## config.mk

```make
export PLATFORM = sky130hd
export DESIGN_NAME = subtitle_ps_pack_framer_flat
export DESIGN_NICKNAME = d
export VERILOG_FILES = /design/src/hdl/sps_pkg.sv /design/src/hdl/sps_ifs.sv /design/src/hdl/sps_front.sv /design/src/hdl/sps_queue.sv /design/src/hdl/sps_back.sv /design/src/hdl/subtitle_ps_pack_framer.sv /design/src/flat_wrapper.sv
export SDC_FILE = /design/constraint.sdc
export NUM_CORES = 1
export LEC_CHECK = 0
export BUFFER_PORTS_ARGS = -buffer_cell sky130_fd_sc_hd__buf_2
export CORE_ASPECT_RATIO = 0.9
export CORE_UTILIZATION = 55
export CTS_CLUSTER_SIZE = 25
export DETAILED_ROUTE_END_ITERATION = 10
export GPL_ROUTABILITY_DRIVEN = 0
export PLACE_DENSITY = 0.82
export SLEW_MARGIN = 40
export SYNTH_ARGS = -nofsm -noshare
export SYNTH_HDL_FRONTEND = slang
export SYNTH_SLANG_ARGS = --single-unit
```

## constraint.sdc

```tcl
create_clock -name clock -period 11.6 [get_ports clock]
set_input_delay 0 -clock clock [delete_from_list [all_inputs] [get_ports clock]]
set_output_delay 0 -clock clock [all_outputs]
set_load 0.005 [all_outputs]
```

## src/hdl/sps_pkg.sv

```systemverilog
// Package for the subtitle program-stream pack framer.
// Holds the pack geometry, stream codes and the command word passed between the front
// and back halves. No dependencies.
`timescale 1ns / 1ps
package sps_pkg;

   localparam int PACK_BYTES      = 2048;
   localparam int MAX_UNIT_BYTES  = 65535;
   localparam int PS_HDR_BYTES    = 14;
   localparam int FIRST_PES_BYTES = 15;
   localparam int NEXT_PES_BYTES  = 10;
   localparam int ROOM_FIRST      = PACK_BYTES - PS_HDR_BYTES - FIRST_PES_BYTES;
   localparam int ROOM_NEXT       = PACK_BYTES - PS_HDR_BYTES - NEXT_PES_BYTES;
   localparam int MIN_UNIT_BYTES  = 4;
   localparam int MIN_PAD_PACKET  = 6;
   localparam int SCR_DIVISOR     = 100000;
   localparam int SCR_MULT        = 9;
   localparam int QUEUE_DEPTH     = 4;

   localparam logic [7:0] SC_PACK    = 8'hBA;
   localparam logic [7:0] SC_PRIV1   = 8'hBD;
   localparam logic [7:0] SC_PADDING = 8'hBE;
   localparam logic [7:0] PES_FLAGS1 = 8'h81;
   localparam logic [7:0] PES_PTS    = 8'h80;
   localparam logic [7:0] MUX_RATE0  = 8'h01;
   localparam logic [7:0] MUX_RATE1  = 8'h89;
   localparam logic [7:0] MUX_RATE2  = 8'hC3;
   localparam logic [7:0] PACK_STUFF = 8'hF8;
   localparam logic [7:0] FILL_BYTE  = 8'hFF;
   localparam logic [5:0] SID_RESET  = 6'h20;

   // One accepted byte that produces output, with everything the back half needs.
   typedef struct packed {
      logic [7:0]  data;
      logic        hdr;       // pack and PES header precede the byte
      logic        first;     // header carries a PTS
      logic [11:0] chunk;     // payload bytes in this pack
      logic [2:0]  stuff;     // PES stuffing bytes
      logic        unit_end;  // last byte of the unit
      logic        padpkt;    // padding packet follows
      logic [10:0] plen;      // padding packet payload length
      logic [32:0] ticks;     // 90 kHz clock of the unit
   } sps_cmd_type;

endpackage

```

## src/hdl/sps_ifs.sv

```systemverilog
// Channel interfaces of the pack framer: input words, result words, register write.
// Depends on nothing.
`timescale 1ns / 1ps
interface sps_req_if;
   logic        valid;
   logic        ready;
   logic [7:0]  data_byte;
   logic        unit_start;
   logic [15:0] unit_length;
   logic [57:0] timestamp_ns;
   modport source(output valid, data_byte, unit_start, unit_length, timestamp_ns,
                  input ready);
   modport sink(input valid, data_byte, unit_start, unit_length, timestamp_ns,
                output ready);
endinterface

interface sps_rsp_if;
   logic        valid;
   logic        ready;
   logic [7:0]  out_byte;
   logic [11:0] repeat_count;
   logic        item_done;
   logic        unit_done;
   modport source(output valid, out_byte, repeat_count, item_done, unit_done,
                  input ready);
   modport sink(input valid, out_byte, repeat_count, item_done, unit_done,
                output ready);
endinterface

interface sps_csr_if;
   logic       valid;
   logic       ready;
   logic [5:0] substream_id;
   modport source(output valid, substream_id, input ready);
   modport sink(input valid, substream_id, output ready);
endinterface

```

## src/hdl/sps_front.sv

```systemverilog
// Front half: accepts words, converts the unit timestamp to 90 kHz ticks with a
// digit-serial divider (eight quotient bits per cycle), tracks pack state and issues
// commands. Depends on sps_pkg.
`timescale 1ns / 1ps
module sps_front (
   input  logic                clock,
   input  logic                reset,
   input  logic                in_valid,
   output logic                in_ready,
   input  logic [7:0]          in_byte,
   input  logic                in_start,
   input  logic [15:0]         in_length,
   input  logic [57:0]         in_ts,
   input  logic                q_full,
   output logic                push,
   output sps_pkg::sps_cmd_type push_cmd
);

   // The divisor 100000 is 32 * 3125: the power of two is a shift, and the odd part
   // is divided one byte digit at a time by reciprocal multiplication.
   localparam int SCR_SHIFT = 5;
   localparam int DIV_ODD   = sps_pkg::SCR_DIVISOR / (1 << SCR_SHIFT);
   localparam int DIGITS    = 8;
   localparam logic [20:0] RECIP =
      21'(((64'd1 << 32) + 64'(DIV_ODD) - 64'd1) / 64'(DIV_ODD));

   logic        pend_ff, pend_in;
   logic [7:0]  byte_ff;
   logic        start_ff;
   logic [15:0] len_ff;
   logic        div_run_ff;
   logic [2:0]  div_cnt_ff;
   logic [63:0] dvd_ff;
   logic [11:0] rem_ff, rem_in;
   logic [32:0] quo_ff;
   logic [32:0] ticks_ff, ticks_in;
   logic [15:0] left_ff, left_in;
   logic [11:0] chunk_ff, chunk_in;
   logic [10:0] pad_ff, pad_in;
   logic        first_ff, first_in;
   logic        skip_ff, skip_in;

   logic        accept, go, start_ok, emit, newhdr, last, fin;
   logic [15:0] bl, bl_dec, skip_left;
   logic        first_v;
   logic [11:0] chunk_v, room, chunk_n;
   logic [10:0] pad_v, pad_n;
   logic [2:0]  stuff;
   logic [63:0] ts9;
   logic [19:0] part;
   logic [39:0] prod;
   logic [7:0]  qd;
   logic [19:0] qsub;

   assign go       = pend_ff && !div_run_ff && !q_full;
   assign in_ready = !pend_ff || go;
   assign accept   = in_valid && in_ready;
   assign pend_in  = accept ? 1'b1 : (go ? 1'b0 : pend_ff);

   // One quotient digit: the partial remainder never exceeds 3125 * 256, so the
   // reciprocal product fits in 40 bits and its digit is exact.
   assign ts9    = ({6'd0, in_ts} << 3) + {6'd0, in_ts};
   assign part   = {rem_ff, dvd_ff[63:56]};
   assign prod   = 40'(part) * 40'(RECIP);
   assign qd     = prod[39:32];
   assign qsub   = 20'(qd) * 20'(DIV_ODD);
   assign rem_in = 12'(part - qsub);

   always_comb begin
      start_ok = (len_ff >= 16'(sps_pkg::MIN_UNIT_BYTES)) &&
                 (len_ff <= 16'(sps_pkg::MAX_UNIT_BYTES));
      bl      = start_ff ? len_ff : left_ff;
      first_v = start_ff ? 1'b1 : first_ff;
      chunk_v = start_ff ? 12'd0 : chunk_ff;
      pad_v   = start_ff ? 11'd0 : pad_ff;
      emit    = start_ff ? start_ok : (left_ff != 16'd0 && !skip_ff);
      newhdr  = chunk_v == 12'd0;
      room    = first_v ? 12'(sps_pkg::ROOM_FIRST) : 12'(sps_pkg::ROOM_NEXT);
      last    = bl <= {4'd0, room};
      pad_n   = newhdr ? (last ? 11'(room - bl[11:0]) : 11'd0) : pad_v;
      chunk_n = newhdr ? (last ? bl[11:0] : room) : chunk_v;
      stuff   = (newhdr && last && pad_n < 11'(sps_pkg::MIN_PAD_PACKET)) ? pad_n[2:0] : 3'd0;
      bl_dec  = bl - 16'd1;
      fin     = bl_dec == 16'd0;
      skip_left = (len_ff != 16'd0) ? len_ff - 16'd1 : 16'd0;

      push_cmd.data     = byte_ff;
      push_cmd.hdr      = newhdr;
      push_cmd.first    = first_v;
      push_cmd.chunk    = chunk_n;
      push_cmd.stuff    = stuff;
      push_cmd.unit_end = fin;
      push_cmd.padpkt   = fin && pad_n >= 11'(sps_pkg::MIN_PAD_PACKET);
      push_cmd.plen     = pad_n - 11'(sps_pkg::MIN_PAD_PACKET);
      push_cmd.ticks    = start_ff ? quo_ff : ticks_ff;
      push = go && emit;

      ticks_in = ticks_ff;
      left_in  = left_ff;
      chunk_in = chunk_ff;
      pad_in   = pad_ff;
      first_in = first_ff;
      skip_in  = skip_ff;
      if (go) begin
         if (start_ff) begin
            ticks_in = quo_ff;
         end
         if (start_ff && !start_ok) begin
            left_in  = skip_left;
            skip_in  = skip_left != 16'd0;
            chunk_in = 12'd0;
            pad_in   = 11'd0;
            first_in = 1'b1;
         end else if (!start_ff && skip_ff && left_ff != 16'd0) begin
            left_in = left_ff - 16'd1;
            skip_in = (left_ff - 16'd1) != 16'd0;
         end else if (emit) begin
            skip_in  = 1'b0;
            left_in  = bl_dec;
            first_in = newhdr ? 1'b0 : first_v;
            chunk_in = fin ? 12'd0 : chunk_n - 12'd1;
            pad_in   = fin ? 11'd0 : pad_n;
         end
      end
   end

   always_ff @(posedge clock) begin
      if (reset) begin
         pend_ff    <= 1'b0;
         div_run_ff <= 1'b0;
         ticks_ff   <= '0;
         left_ff    <= '0;
         chunk_ff   <= '0;
         pad_ff     <= '0;
         first_ff   <= 1'b0;
         skip_ff    <= 1'b0;
      end else begin
         pend_ff  <= pend_in;
         ticks_ff <= ticks_in;
         left_ff  <= left_in;
         chunk_ff <= chunk_in;
         pad_ff   <= pad_in;
         first_ff <= first_in;
         skip_ff  <= skip_in;
         if (accept && in_start) begin
            div_run_ff <= 1'b1;
         end else if (div_run_ff && div_cnt_ff == 3'(DIGITS - 1)) begin
            div_run_ff <= 1'b0;
         end
      end
   end

   // Long division of ts * 9 / 32 by 3125, one byte digit per cycle; only the low 33
   // quotient bits are kept.
   always_ff @(posedge clock) begin
      if (accept) begin
         byte_ff  <= in_byte;
         start_ff <= in_start;
         len_ff   <= in_length;
      end
      if (accept && in_start) begin
         dvd_ff     <= ts9 >> SCR_SHIFT;
         rem_ff     <= '0;
         div_cnt_ff <= '0;
      end else if (div_run_ff) begin
         dvd_ff     <= {dvd_ff[55:0], 8'd0};
         rem_ff     <= rem_in;
         quo_ff     <= {quo_ff[24:0], qd};
         div_cnt_ff <= div_cnt_ff + 3'd1;
      end
   end

endmodule

```

## src/hdl/sps_queue.sv

```systemverilog
// Command queue between front and back halves of the pack framer.
// Depends on sps_pkg. DEPTH must be a power of two.
`timescale 1ns / 1ps
module sps_queue #(
   parameter int DEPTH = sps_pkg::QUEUE_DEPTH
) (
   input  logic                clock,
   input  logic                reset,
   input  logic                push,
   input  sps_pkg::sps_cmd_type push_cmd,
   output logic                full,
   output logic                head_vld,
   output sps_pkg::sps_cmd_type head,
   input  logic                pop
);

   localparam int AW = $clog2(DEPTH);
   localparam int CW = $clog2(DEPTH + 1);

   sps_pkg::sps_cmd_type mem [DEPTH];
   logic [AW-1:0] wr_ff, rd_ff;
   logic [CW-1:0] cnt_ff;

   assign full     = cnt_ff == CW'(DEPTH);
   assign head_vld = cnt_ff != '0;
   assign head     = mem[rd_ff];

   always_ff @(posedge clock) begin
      if (push) begin
         mem[wr_ff] <= push_cmd;
      end
   end

   always_ff @(posedge clock) begin
      if (reset) begin
         wr_ff  <= '0;
         rd_ff  <= '0;
         cnt_ff <= '0;
      end else begin
         if (push) begin
            wr_ff <= wr_ff + AW'(1);
         end
         if (pop) begin
            rd_ff <= rd_ff + AW'(1);
         end
         if (push && !pop) begin
            cnt_ff <= cnt_ff + CW'(1);
         end else if (pop && !push) begin
            cnt_ff <= cnt_ff - CW'(1);
         end
      end
   end

endmodule

```

## src/hdl/sps_back.sv

```systemverilog
// Back half: expands one command into pack header, PES header, payload byte and
// padding words, one per cycle into the output register unless stalled. Depends on sps_pkg.
`timescale 1ns / 1ps
module sps_back (
   input  logic                clock,
   input  logic                reset,
   input  logic                head_vld,
   input  sps_pkg::sps_cmd_type head,
   output logic                pop,
   input  logic [5:0]          sid,
   output logic                out_valid,
   input  logic                out_ready,
   output logic [7:0]          out_byte,
   output logic [11:0]         out_count,
   output logic                out_item_done,
   output logic                out_unit_done
);

   typedef enum logic [3:0] {
      S_BEGIN, S_PACK, S_PES, S_OPT, S_STUFF, S_SID, S_DATA, S_PAD, S_RUN
   } state_type;

   state_type   st_ff, eff, nxt;
   logic [3:0]  sub_ff, nsub;
   logic [7:0]  b;
   logic [11:0] cnt;
   logic        fin, adv;
   logic [15:0] pes_len;
   logic [32:0] c;

   assign c   = head.ticks;
   assign adv = head_vld && (!out_valid || out_ready);
   assign pop = adv && fin;

   always_comb begin
      pes_len = 16'(head.chunk) + (head.first ? 16'd9 : 16'd4) + 16'(head.stuff);
      eff = (st_ff == S_BEGIN) ? (head.hdr ? S_PACK : S_DATA) : st_ff;
      b    = 8'h00;
      cnt  = 12'd1;
      fin  = 1'b0;
      nxt  = eff;
      nsub = sub_ff + 4'd1;
      unique case (eff)
         S_PACK: begin
            case (sub_ff)
               4'd2:    b = 8'h01;
               4'd3:    b = sps_pkg::SC_PACK;
               4'd4:    b = {2'b01, c[32:30], 1'b1, c[29:28]};
               4'd5:    b = c[27:20];
               4'd6:    b = {c[19:15], 1'b1, c[14:13]};
               4'd7:    b = c[12:5];
               4'd8:    b = {c[4:0], 3'b100};
               4'd9:    b = sps_pkg::MUX_RATE0;
               4'd10:   b = sps_pkg::MUX_RATE0;
               4'd11:   b = sps_pkg::MUX_RATE1;
               4'd12:   b = sps_pkg::MUX_RATE2;
               4'd13:   b = sps_pkg::PACK_STUFF;
               default: b = 8'h00;
            endcase
            if (sub_ff == 4'd13) begin
               nxt  = S_PES;
               nsub = 4'd0;
            end
         end
         S_PES: begin
            case (sub_ff)
               4'd2:    b = 8'h01;
               4'd3:    b = sps_pkg::SC_PRIV1;
               4'd4:    b = pes_len[15:8];
               4'd5:    b = pes_len[7:0];
               4'd6:    b = sps_pkg::PES_FLAGS1;
               default: b = 8'h00;
            endcase
            if (sub_ff == 4'd6) begin
               nxt  = S_OPT;
               nsub = 4'd0;
            end
         end
         S_OPT: begin
            if (head.first) begin
               case (sub_ff)
                  4'd0:    b = sps_pkg::PES_PTS;
                  4'd1:    b = 8'd5 + 8'(head.stuff);
                  4'd2:    b = {4'b0010, c[32:30], 1'b1};
                  4'd3:    b = c[29:22];
                  4'd4:    b = {c[21:15], 1'b1};
                  4'd5:    b = c[14:7];
                  default: b = {c[6:0], 1'b1};
               endcase
            end else begin
               b = (sub_ff == 4'd0) ? 8'h00 : 8'(head.stuff);
            end
            if (sub_ff == (head.first ? 4'd6 : 4'd1)) begin
               nxt  = (head.stuff != 3'd0) ? S_STUFF : S_SID;
               nsub = 4'd0;
            end
         end
         S_STUFF: begin
            b    = sps_pkg::FILL_BYTE;
            cnt  = 12'(head.stuff);
            nxt  = S_SID;
            nsub = 4'd0;
         end
         S_SID: begin
            b    = {2'b00, sid};
            nxt  = S_DATA;
            nsub = 4'd0;
         end
         S_DATA: begin
            b    = head.data;
            fin  = !head.padpkt;
            nxt  = S_PAD;
            nsub = 4'd0;
         end
         S_PAD: begin
            case (sub_ff)
               4'd2:    b = 8'h01;
               4'd3:    b = sps_pkg::SC_PADDING;
               4'd4:    b = {5'd0, head.plen[10:8]};
               4'd5:    b = head.plen[7:0];
               default: b = 8'h00;
            endcase
            if (sub_ff == 4'd5) begin
               fin  = head.plen == 11'd0;
               nxt  = S_RUN;
               nsub = 4'd0;
            end
         end
         S_RUN: begin
            b   = sps_pkg::FILL_BYTE;
            cnt = 12'(head.plen);
            fin = 1'b1;
         end
         default: begin
            b = 8'h00;
         end
      endcase
      if (fin) begin
         nxt  = S_BEGIN;
         nsub = 4'd0;
      end
   end

   always_ff @(posedge clock) begin
      if (reset) begin
         st_ff     <= S_BEGIN;
         sub_ff    <= '0;
         out_valid <= 1'b0;
      end else begin
         if (adv) begin
            st_ff         <= nxt;
            sub_ff        <= nsub;
            out_valid     <= 1'b1;
            out_byte      <= b;
            out_count     <= cnt;
            out_item_done <= fin;
            out_unit_done <= fin && head.unit_end;
         end else if (out_ready) begin
            out_valid <= 1'b0;
         end
      end
   end

endmodule

```

## src/hdl/subtitle_ps_pack_framer.sv

```systemverilog
// Top level of the subtitle program-stream pack framer.
// Depends on sps_pkg, sps_ifs, sps_front, sps_queue and sps_back.
//
// Usage: one subtitle unit arrives as words on req, one byte per word; the first
// word has unit_start high and carries unit_length and timestamp_ns. The block
// wraps the unit into 2048-byte program-stream packs and emits them on rsp, one
// word per cycle unless rsp stalls, each word a byte with a repeat count (runs of
// stuffing or padding come as one word). item_done marks the last word caused by
// an input word, unit_done the last word of a unit. Units shorter than four bytes
// produce nothing. csr writes the substream id; it is always ready and should only
// be written while the block is idle.
// Throughput: while rsp is ready, a payload byte that opens no pack and adds no
// padding packet yields one output word, and such bytes are taken one per cycle.
// A byte that opens a pack yields up to 32 words at one per cycle; the four-entry
// command queue lets the front run ahead, then req stalls. A unit's first word
// waits in the front for the timestamp divider, which produces eight quotient bits
// per cycle. Words pass the front's input register and the queue to the output
// register. Reset clears all pack state and sets the substream id to 32. When rsp
// stalls the output word holds, the queue fills, and req.ready drops.
`timescale 1ns / 1ps
module subtitle_ps_pack_framer #(
   parameter int QUEUE_DEPTH = sps_pkg::QUEUE_DEPTH
) (
   input  logic       clock,
   input  logic       reset,
   sps_req_if.sink    req,
   sps_rsp_if.source  rsp,
   sps_csr_if.sink    csr
);

   // Substream id register, written whenever the csr channel handshakes.
   logic [5:0] sid_ff;

   logic                 q_full, push, head_vld, pop;
   sps_pkg::sps_cmd_type push_cmd, head;

   assign csr.ready = 1'b1;

   always_ff @(posedge clock) begin
      if (reset) begin
         sid_ff <= sps_pkg::SID_RESET;
      end else if (csr.valid) begin
         sid_ff <= csr.substream_id;
      end
   end

   // Front half: acceptance, timestamp conversion and pack bookkeeping.
   sps_front u_front (
      .clock     (clock),
      .reset     (reset),
      .in_valid  (req.valid),
      .in_ready  (req.ready),
      .in_byte   (req.data_byte),
      .in_start  (req.unit_start),
      .in_length (req.unit_length),
      .in_ts     (req.timestamp_ns),
      .q_full    (q_full),
      .push      (push),
      .push_cmd  (push_cmd)
   );

   // The queue lets the front keep accepting while a header burst drains.
   sps_queue #(.DEPTH(QUEUE_DEPTH)) u_queue (
      .clock    (clock),
      .reset    (reset),
      .push     (push),
      .push_cmd (push_cmd),
      .full     (q_full),
      .head_vld (head_vld),
      .head     (head),
      .pop      (pop)
   );

   // Back half: word sequencing into the registered output.
   sps_back u_back (
      .clock         (clock),
      .reset         (reset),
      .head_vld      (head_vld),
      .head          (head),
      .pop           (pop),
      .sid           (sid_ff),
      .out_valid     (rsp.valid),
      .out_ready     (rsp.ready),
      .out_byte      (rsp.out_byte),
      .out_count     (rsp.repeat_count),
      .out_item_done (rsp.item_done),
      .out_unit_done (rsp.unit_done)
   );

endmodule

```

## src/flat_wrapper.sv

```systemverilog
// flat-port wrapper written by rule: the top's interface ports become plain ports
module subtitle_ps_pack_framer_flat 
#(
   parameter int QUEUE_DEPTH = sps_pkg::QUEUE_DEPTH
)
  (clock, reset, req_valid, req_data_byte, req_unit_start, req_unit_length, req_timestamp_ns, req_ready, rsp_valid, rsp_out_byte, rsp_repeat_count, rsp_item_done, rsp_unit_done, rsp_ready, csr_valid, csr_substream_id, csr_ready);
  sps_req_if req_i ();
  sps_rsp_if rsp_i ();
  sps_csr_if csr_i ();
  input  logic clock;
  input  logic reset;
  input wire logic [$bits(req_i.valid)-1:0] req_valid;
  input wire logic [$bits(req_i.data_byte)-1:0] req_data_byte;
  input wire logic [$bits(req_i.unit_start)-1:0] req_unit_start;
  input wire logic [$bits(req_i.unit_length)-1:0] req_unit_length;
  input wire logic [$bits(req_i.timestamp_ns)-1:0] req_timestamp_ns;
  output wire logic [$bits(req_i.ready)-1:0] req_ready;
  output wire logic [$bits(rsp_i.valid)-1:0] rsp_valid;
  output wire logic [$bits(rsp_i.out_byte)-1:0] rsp_out_byte;
  output wire logic [$bits(rsp_i.repeat_count)-1:0] rsp_repeat_count;
  output wire logic [$bits(rsp_i.item_done)-1:0] rsp_item_done;
  output wire logic [$bits(rsp_i.unit_done)-1:0] rsp_unit_done;
  input wire logic [$bits(rsp_i.ready)-1:0] rsp_ready;
  input wire logic [$bits(csr_i.valid)-1:0] csr_valid;
  input wire logic [$bits(csr_i.substream_id)-1:0] csr_substream_id;
  output wire logic [$bits(csr_i.ready)-1:0] csr_ready;
  assign req_i.valid = req_valid;
  assign req_i.data_byte = req_data_byte;
  assign req_i.unit_start = req_unit_start;
  assign req_i.unit_length = req_unit_length;
  assign req_i.timestamp_ns = req_timestamp_ns;
  assign req_ready = req_i.ready;
  assign rsp_valid = rsp_i.valid;
  assign rsp_out_byte = rsp_i.out_byte;
  assign rsp_repeat_count = rsp_i.repeat_count;
  assign rsp_item_done = rsp_i.item_done;
  assign rsp_unit_done = rsp_i.unit_done;
  assign rsp_i.ready = rsp_ready;
  assign csr_i.valid = csr_valid;
  assign csr_i.substream_id = csr_substream_id;
  assign csr_ready = csr_i.ready;
  subtitle_ps_pack_framer #(.QUEUE_DEPTH(QUEUE_DEPTH)) u_core (.clock(clock), .reset(reset), .req(req_i), .rsp(rsp_i), .csr(csr_i));
endmodule
```

# Word level (Yosys, flattened, before mapping)
# Memory sizes are Yosys's and may differ from the RTL's. A register that Yosys moved wholly into a read port is not among the register bits.
# Cells that the tools add are included.
[classes]
order_cmp = 5
bitwise = 2
mul = 2
reduce_logical = 56
add_sub_neg = 17
n_eq_ne = 25
muxes = 72
[op_table]
columns = ["cell", "n"]
rows = [
  ["$mux W59", 2],
  ["$mux W12", 7],
  ["$mux W16", 5],
  ["$pmux W8 S10", 1],
  ["$mux W11", 7],
  ["$reduce_bool A16 Y1", 4],
  ["$add A61 B58 Y62", 1],
  ["$pmux W8 S7", 1],
  ["$mux W4", 13],
  ["$pmux W8 S6", 1],
  ["$sub A16 B1 Y16 const B", 3],
  ["$pmux W8 S5", 1],
  ["$mul A20 B20 Y39 const B", 1],
  ["$mux W33", 1],
  ["$eq A4 B3 Y1 const B", 8],
  ["$pmux W8 S4", 1],
  ["$eq A4 B4 Y1 const B", 7],
  ["$pmux W4 S7", 1],
  ["$pmux W11 S2", 1],
  ["$pmux W4 S5", 1],
  ["$logic_and A1 B1 Y1", 19],
  ["$mux W1", 19],
  ["$mux W3", 6],
  ["$eq A4 B2 Y1 const B", 4],
  ["37 further kinds", 64],
]
[totals]
mem_count = 1
word_cells = 207
regBits = 257
input_bits = 94
ramBits = 284
[mem_list]
columns = ["memory", "depth", "word_bits", "rd", "rd_clocked_by_memory_dff", "write_ports", "line_no", "source"]
rows = [
  ["u_core.u_queue.mem", 4, 71, 1, 1, 1, "sps_queue.sv:20", "sps_pkg::sps_cmd_type mem [DEPTH];"],
]

# Logic depth before layout (Yosys ltp)
[logic_depth]
word_depth = 10
ltp_mapped = 41

# Cells and area by module
# Synthesis repeated with hierarchy kept, for this count alone.
[unflattened]
cells_unflattened = 3127
area_unflattened_um2 = 36581.3
[by_module_without_submodules]
columns = ["module", "area_per_inst_um2", "n_inst", "seq_area_each_um2", "cells_each"]
rows = [
  ["sps_front", 22305.1, 1, 5435.2, 2283],
  ["sps_queue", 10751.6, 1, 8708.4, 415],
  ["sps_back", 3295.7, 1, 810.8, 408],
  ["subtitle_ps_pack_framer", 229.0, 1, 120.1, 21],
]

# Worst setup path before layout
# Ideal clock, no wire load.
[synth_path]
path_type = "flip-flop to flip-flop"
startpoint = "reg u_core.u_front.dvd_ff[59]"
endpoint = "reg u_core.u_front.rem_ff[11]"
n_path_buf = 1
path_stages_with_launch = 39
setup_time_ns = 0.058
arrival_time_ns = 10.030
setup_slack_ns = 1.511
path_cell_list = "dfxtp_1 clkbuf_1 inv_1 fa_1 inv_1 ha_1 fa_1 fa_1 fa_1 fa_1 inv_1 fa_1 inv_1 ha_1 a211oi_1 nand2_1 nor4_1 a31oi_1 (+3 left out) inv_1 a21oi_1 xnor2_1 ha_1 inv_1 fa_1 fa_1 inv_1 fa_1 inv_1 ha_1 and2_1 a31o_2 a311o_1 xnor2_1 a221oi_1 o41a_1 o211a_1"
[synth_between]
elab_chain_len = 3
[synth_rtl]
columns = ["element", "line_no", "source"]
rows = [
  ["from (decl)", "sps_front.sv:33", "logic [63:0] dvd_ff;"],
  ["from (signal assigned)", "sps_front.sv:162", "dvd_ff <= ts9 >> SCR_SHIFT;"],
  ["from (signal assigned)", "sps_front.sv:166", "dvd_ff <= {dvd_ff[55:0], 8'd0};"],
  ["$mul A20 B20 Y39", "sps_front.sv:64", "assign prod = 40'(part) * 40'(RECIP);"],
  ["named net u_core.u_front.prod[37]", "sps_front.sv:51", "logic [39:0] prod;"],
  ["$mul A8 B12 Y12", "sps_front.sv:66", "assign qsub = 20'(qd) * 20'(DIV_ODD);"],
  ["$sub A12 B12 Y12", "sps_front.sv:67", "assign rem_in = 12'(part - qsub);"],
  ["to (signal assigned)", "sps_front.sv:167", "rem_ff <= rem_in;"],
  ["to (decl)", "sps_front.sv:34", "logic [11:0] rem_ff, rem_in;"],
]
# The timed path passes the listed nets, and every way through them passes these cells.
# A chain may end at the register's enable or synchronous reset.

# Worst setup path after layout
[layout_path]
startpoint = "reg u_core.u_front.rem_ff[6]"
endpoint = "reg u_core.u_front.rem_ff[11]"
[layout_between]
elab_chain_len = 3
[layout_rtl]
columns = ["element", "line_no"]
rows = [
  ["$mul A20 B20 Y39", "sps_front.sv:64"],
  ["named net u_core.u_front.prod[39]", "sps_front.sv:51"],
  ["$mul A8 B12 Y12", "sps_front.sv:66"],
  ["$sub A12 B12 Y12", "sps_front.sv:67"],
]
# The timed path passes the listed nets, and every way through them passes these cells.

==> qor.log <==
INFO  run_status     outcome=complete, no violations
INFO  synth          post_synth.cell_area_avg=11.49squm
INFO  grt            grt_pass1_wl=135,200microns
INFO  die            core_region_area=64,190squm
INFO  routing        postRouteWirelength=84,810microns
INFO  cts            tritoncts=yes
INFO  synth          synth.most_common_cell=edfxtp_1
INFO  timing         rsz_0062_raised_after_global_routing=false
INFO  cts            tritoncts.num_buffers=51
INFO  synth          yosys.area_share.simple=8.981%
INFO  timing         clock_skew=0.02622ns
INFO  synth          ys_top_cells_by_area=edfxtp_1 35%, ha_1 12%, fa_1 10%
INFO  placed_design  dpl_ws=0.7171ns
INFO  cts            clock-root-buffer=clkbuf_16
INFO  cts            h-tree-depth=2
INFO  worst_setup_path setup.worst_path.class=flop to flop
INFO  synth          netlist_top_cells_count=422 x edfxtp_1, 371 x inv_1, 345 x ha_1
INFO  grt            grt.total_usage=25.76%
INFO  synth          synth_seq_cells=542
INFO  grt            use_met3=4.674%
INFO  worst_setup_path crit_top_cell=fa_1
INFO  worst_setup_path cp_max_fo=12
INFO  synth          synth_top_family_by_area=adder cells
INFO  cells_and_area area_growth_syn_to_layout=11.34%
INFO  cells_and_area multiInputGateArea=18,940squm
INFO  die            dieArea=66,120squm
INFO  timing         timing.final.max_slew_violations=0
INFO  cells_and_area area.sequential=15,080squm
INFO  timing         timing_hold_violations_final=0
INFO  synth          synth-warning-count=0
INFO  cells_and_area final_nets=3,905
INFO  timing         layout_worst_path_cycle_share=94.63%
INFO  timing         finalSetupViolations=0
INFO  cts            clk_sink_count=542
INFO  routing        firstDrtPassIters=7
INFO  routing        post-route-drc-count=0
INFO  worst_setup_path critical_path_origin=u_core.u_front.rem_ff[6]
INFO  worst_setup_path type_of_element_launching_the_critical_path=flop
INFO  synth          syn_inst=3,117
INFO  worst_setup_path cpMaxStageDelayCell=dfxtp_1
INFO  synth          postSynth.topFlopCell=edfxtp_1
INFO  timing         final.setup.tns=0ns
INFO  synth          synth_fa_ha_area_share=22.18%
INFO  synth          synth.top_cell.area_share=35.39%
INFO  synth          synth-edff-count=422
INFO  synth          sequential_element_share_of_the_synthesized_area=42.10%
INFO  die            chipWidth=270.9microns
INFO  synth          ys_async_sr_fraction=0%
INFO  grt            number_of_global_route_vias_before_repair=25,441
INFO  die            io-pin-count=119
INFO  timing         timing_worst_slew_pin_value=0.8819ns
INFO  worst_setup_path worstSetupEndpointType=flop
INFO  cts            clock_latency=0.61ns
INFO  routing        route.vias.total=25,287
INFO  synth          post_synth_cell_types=81
INFO  routing        post_drt_via_cell_ratio=6.031
INFO  placed_design  hpwlAfterDp=59,620microns
INFO  synth          mux_cell_area_share_after_synthesis=7.587%
INFO  grt            sum_of_overflow_across_all_layers_after_global_routing=0
INFO  die            rows=88
INFO  synth          synth_xor_xnor_area_share=3.792%
INFO  routing        drt_iter0_markers=2,590
INFO  synth          synth_top_area_cell=edfxtp_1
INFO  die            start_util=55.78%
INFO  cts            cts_resized=0
INFO  cts            clkSlewWorstSetupHoldPaths=0.06ns
INFO  synth          synth_nets=3,737
INFO  worst_setup_path timing.critical_path.arrival=11.53ns
INFO  routing        antenna_left=0
INFO  timing         slew_headroom=40.70%
INFO  placed_design  port_buffers=116
INFO  grt            grt_start_max_net_pins=107
INFO  synth          post_synth_instance_area=35,800squm
INFO  grt            grt_met1_use=34.92%
INFO  cells_and_area fillerInstances=4,700
INFO  synth          compound_gate_fraction_of_synth_area=10.14%
INFO  timing         timing.fmax=0.09110GHz
INFO  worst_setup_path critical_path_required=12.15ns
INFO  worst_setup_path crit-reg2reg-launch=u_core.u_front.rem_ff[6]
INFO  grt            global_route.usage.met2=42.21%
INFO  job            max-cap-violations=0
INFO  timing         finalWorstPathRequiredPeriod=10.98ns
INFO  cts            clock_tree.buffer_depth=3
INFO  cells_and_area drive_gt1_share=11.69%
INFO  hold_path      hold_path_startpoint=req_timestamp_ns[28]
INFO  timing         post-route-worst-setup-slack=0.6225ns
INFO  die            die_height=244.1microns
INFO  grt            grt_most_used_layer=met2
INFO  worst_setup_path cp_slowest_stage_delay=0.79ns
INFO  grt            antenna_found_initial=14
INFO  routing        post_drt_wl_per_cell=20.23microns
INFO  hold_path      worst_hold_path_type=input port to flop
-- metrics by stage --
step	utilization [%]	hold slack [ns]	area, sq um	std cells
after detailed placement	58.20	0.1781	37360	4014
after global placement	58.10	0.1763	37300	4012
after CTS	62.01	0.0001240	39800	4182
final	62.10	0.02536	39870	4193
after global routing	62.10	0.04982	39860	4191
after floorplan	-	0.09887	35800	3117
-- critical path: cells and delay by family, from the launching register on --
family / cells / cell delay (ns)
adders and majority gates: 13 / 5.67
AOI/OAI and AO/OA: 10 / 2.92
and+or+nand+nor: 5 / 0.89
DFF: 1 / 0.79
xor gates and xnor gates: 2 / 0.35
buffers and inverters: 5 / 0.28
-- cells by family after synthesis --
kind of cell	count (synthesis)
AOI/OAI and AO/OA	562
buffers and inverters	483
adders and majority gates	526
DFF	542
muxes	175
xor gates and xnor gates	155
and+or+nand+nor	672
other	2
-- per-layer routing --
| layer | share of wire, % | wire length (microns) |
|---|---|---|
| met5 | 0.086 | 73 |
| met4 | 2.8 | 2413 |
| met2 | 47 | 40030 |
| met3 | 8.5 | 7167 |
| met1 | 41 | 35130 |
-- sequential cells by signal (all words and copies together) (netlist names), 2 cells and up, named ones only --
signal,cells
u_core.sid_ff,6
u_core.u_back.out_byte,8
u_core.u_back.out_count,11
u_core.u_back.st_ff,4
u_core.u_back.sub_ff,4
u_core.u_front.byte_ff,8
u_core.u_front.chunk_ff,12
u_core.u_front.div_cnt_ff,3
u_core.u_front.dvd_ff,64
u_core.u_front.left_ff,16
u_core.u_front.len_ff,16
u_core.u_front.pad_ff,11
u_core.u_front.quo_ff,33
u_core.u_front.rem_ff,12
u_core.u_front.ticks_ff,33
u_core.u_queue.cnt_ff,3
u_core.u_queue.mem,284
u_core.u_queue.rd_ff,2
u_core.u_queue.wr_ff,2
-- repair_timing --
action	in CTS	in global routing
buffers inserted	0	0
hold buffers	72	0
hold endpoints to repair	70	0
-- path summary, 6_finish.rpt --
path                                             endpoint  depth (start not counted)  slack, ns
worst max-delay path            u_core.u_front.rem_ff[11]                         35       0.62
worst min register to register  u_core.u_front.quo_ff[27]                          0       0.45
worst max register to register  u_core.u_front.rem_ff[11]                         35       0.62
worst min-delay path            u_core.u_front.dvd_ff[23]                          4       0.03
-- cells in the final DEF, fill, tap and decap left out, types with 52 or more instances in the layout --
cell type / n
inv_1: 371
a21oi_1: 157
nor2_1: 200
nand2_1: 190
ha_1: 345
clkbuf_16: 52
buf_2: 115
edfxtp_1: 422
nor3_1: 56
mux4_2: 71
xnor2_1: 107
fa_1: 181
dlygate4sd3_1: 72
mux2i_1: 59
o21ai_0: 132
dfxtp_1: 117
-- cell type report --
type / instances / area share [%]
inverter: 374 / 3.521
antenna: 10 / 0.06277
clock buffer: 68 / 3.465
sequential: 542 / 37.84
tap: 855 / 2.683
clock inverter: 28 / 0.8505
multi-input combinational: 2092 / 47.52
timing repair buffer: 224 / 4.064
Power is not shown: default switching activity piles up to over one toggle a cycle in this logic, so the estimate is an artifact.
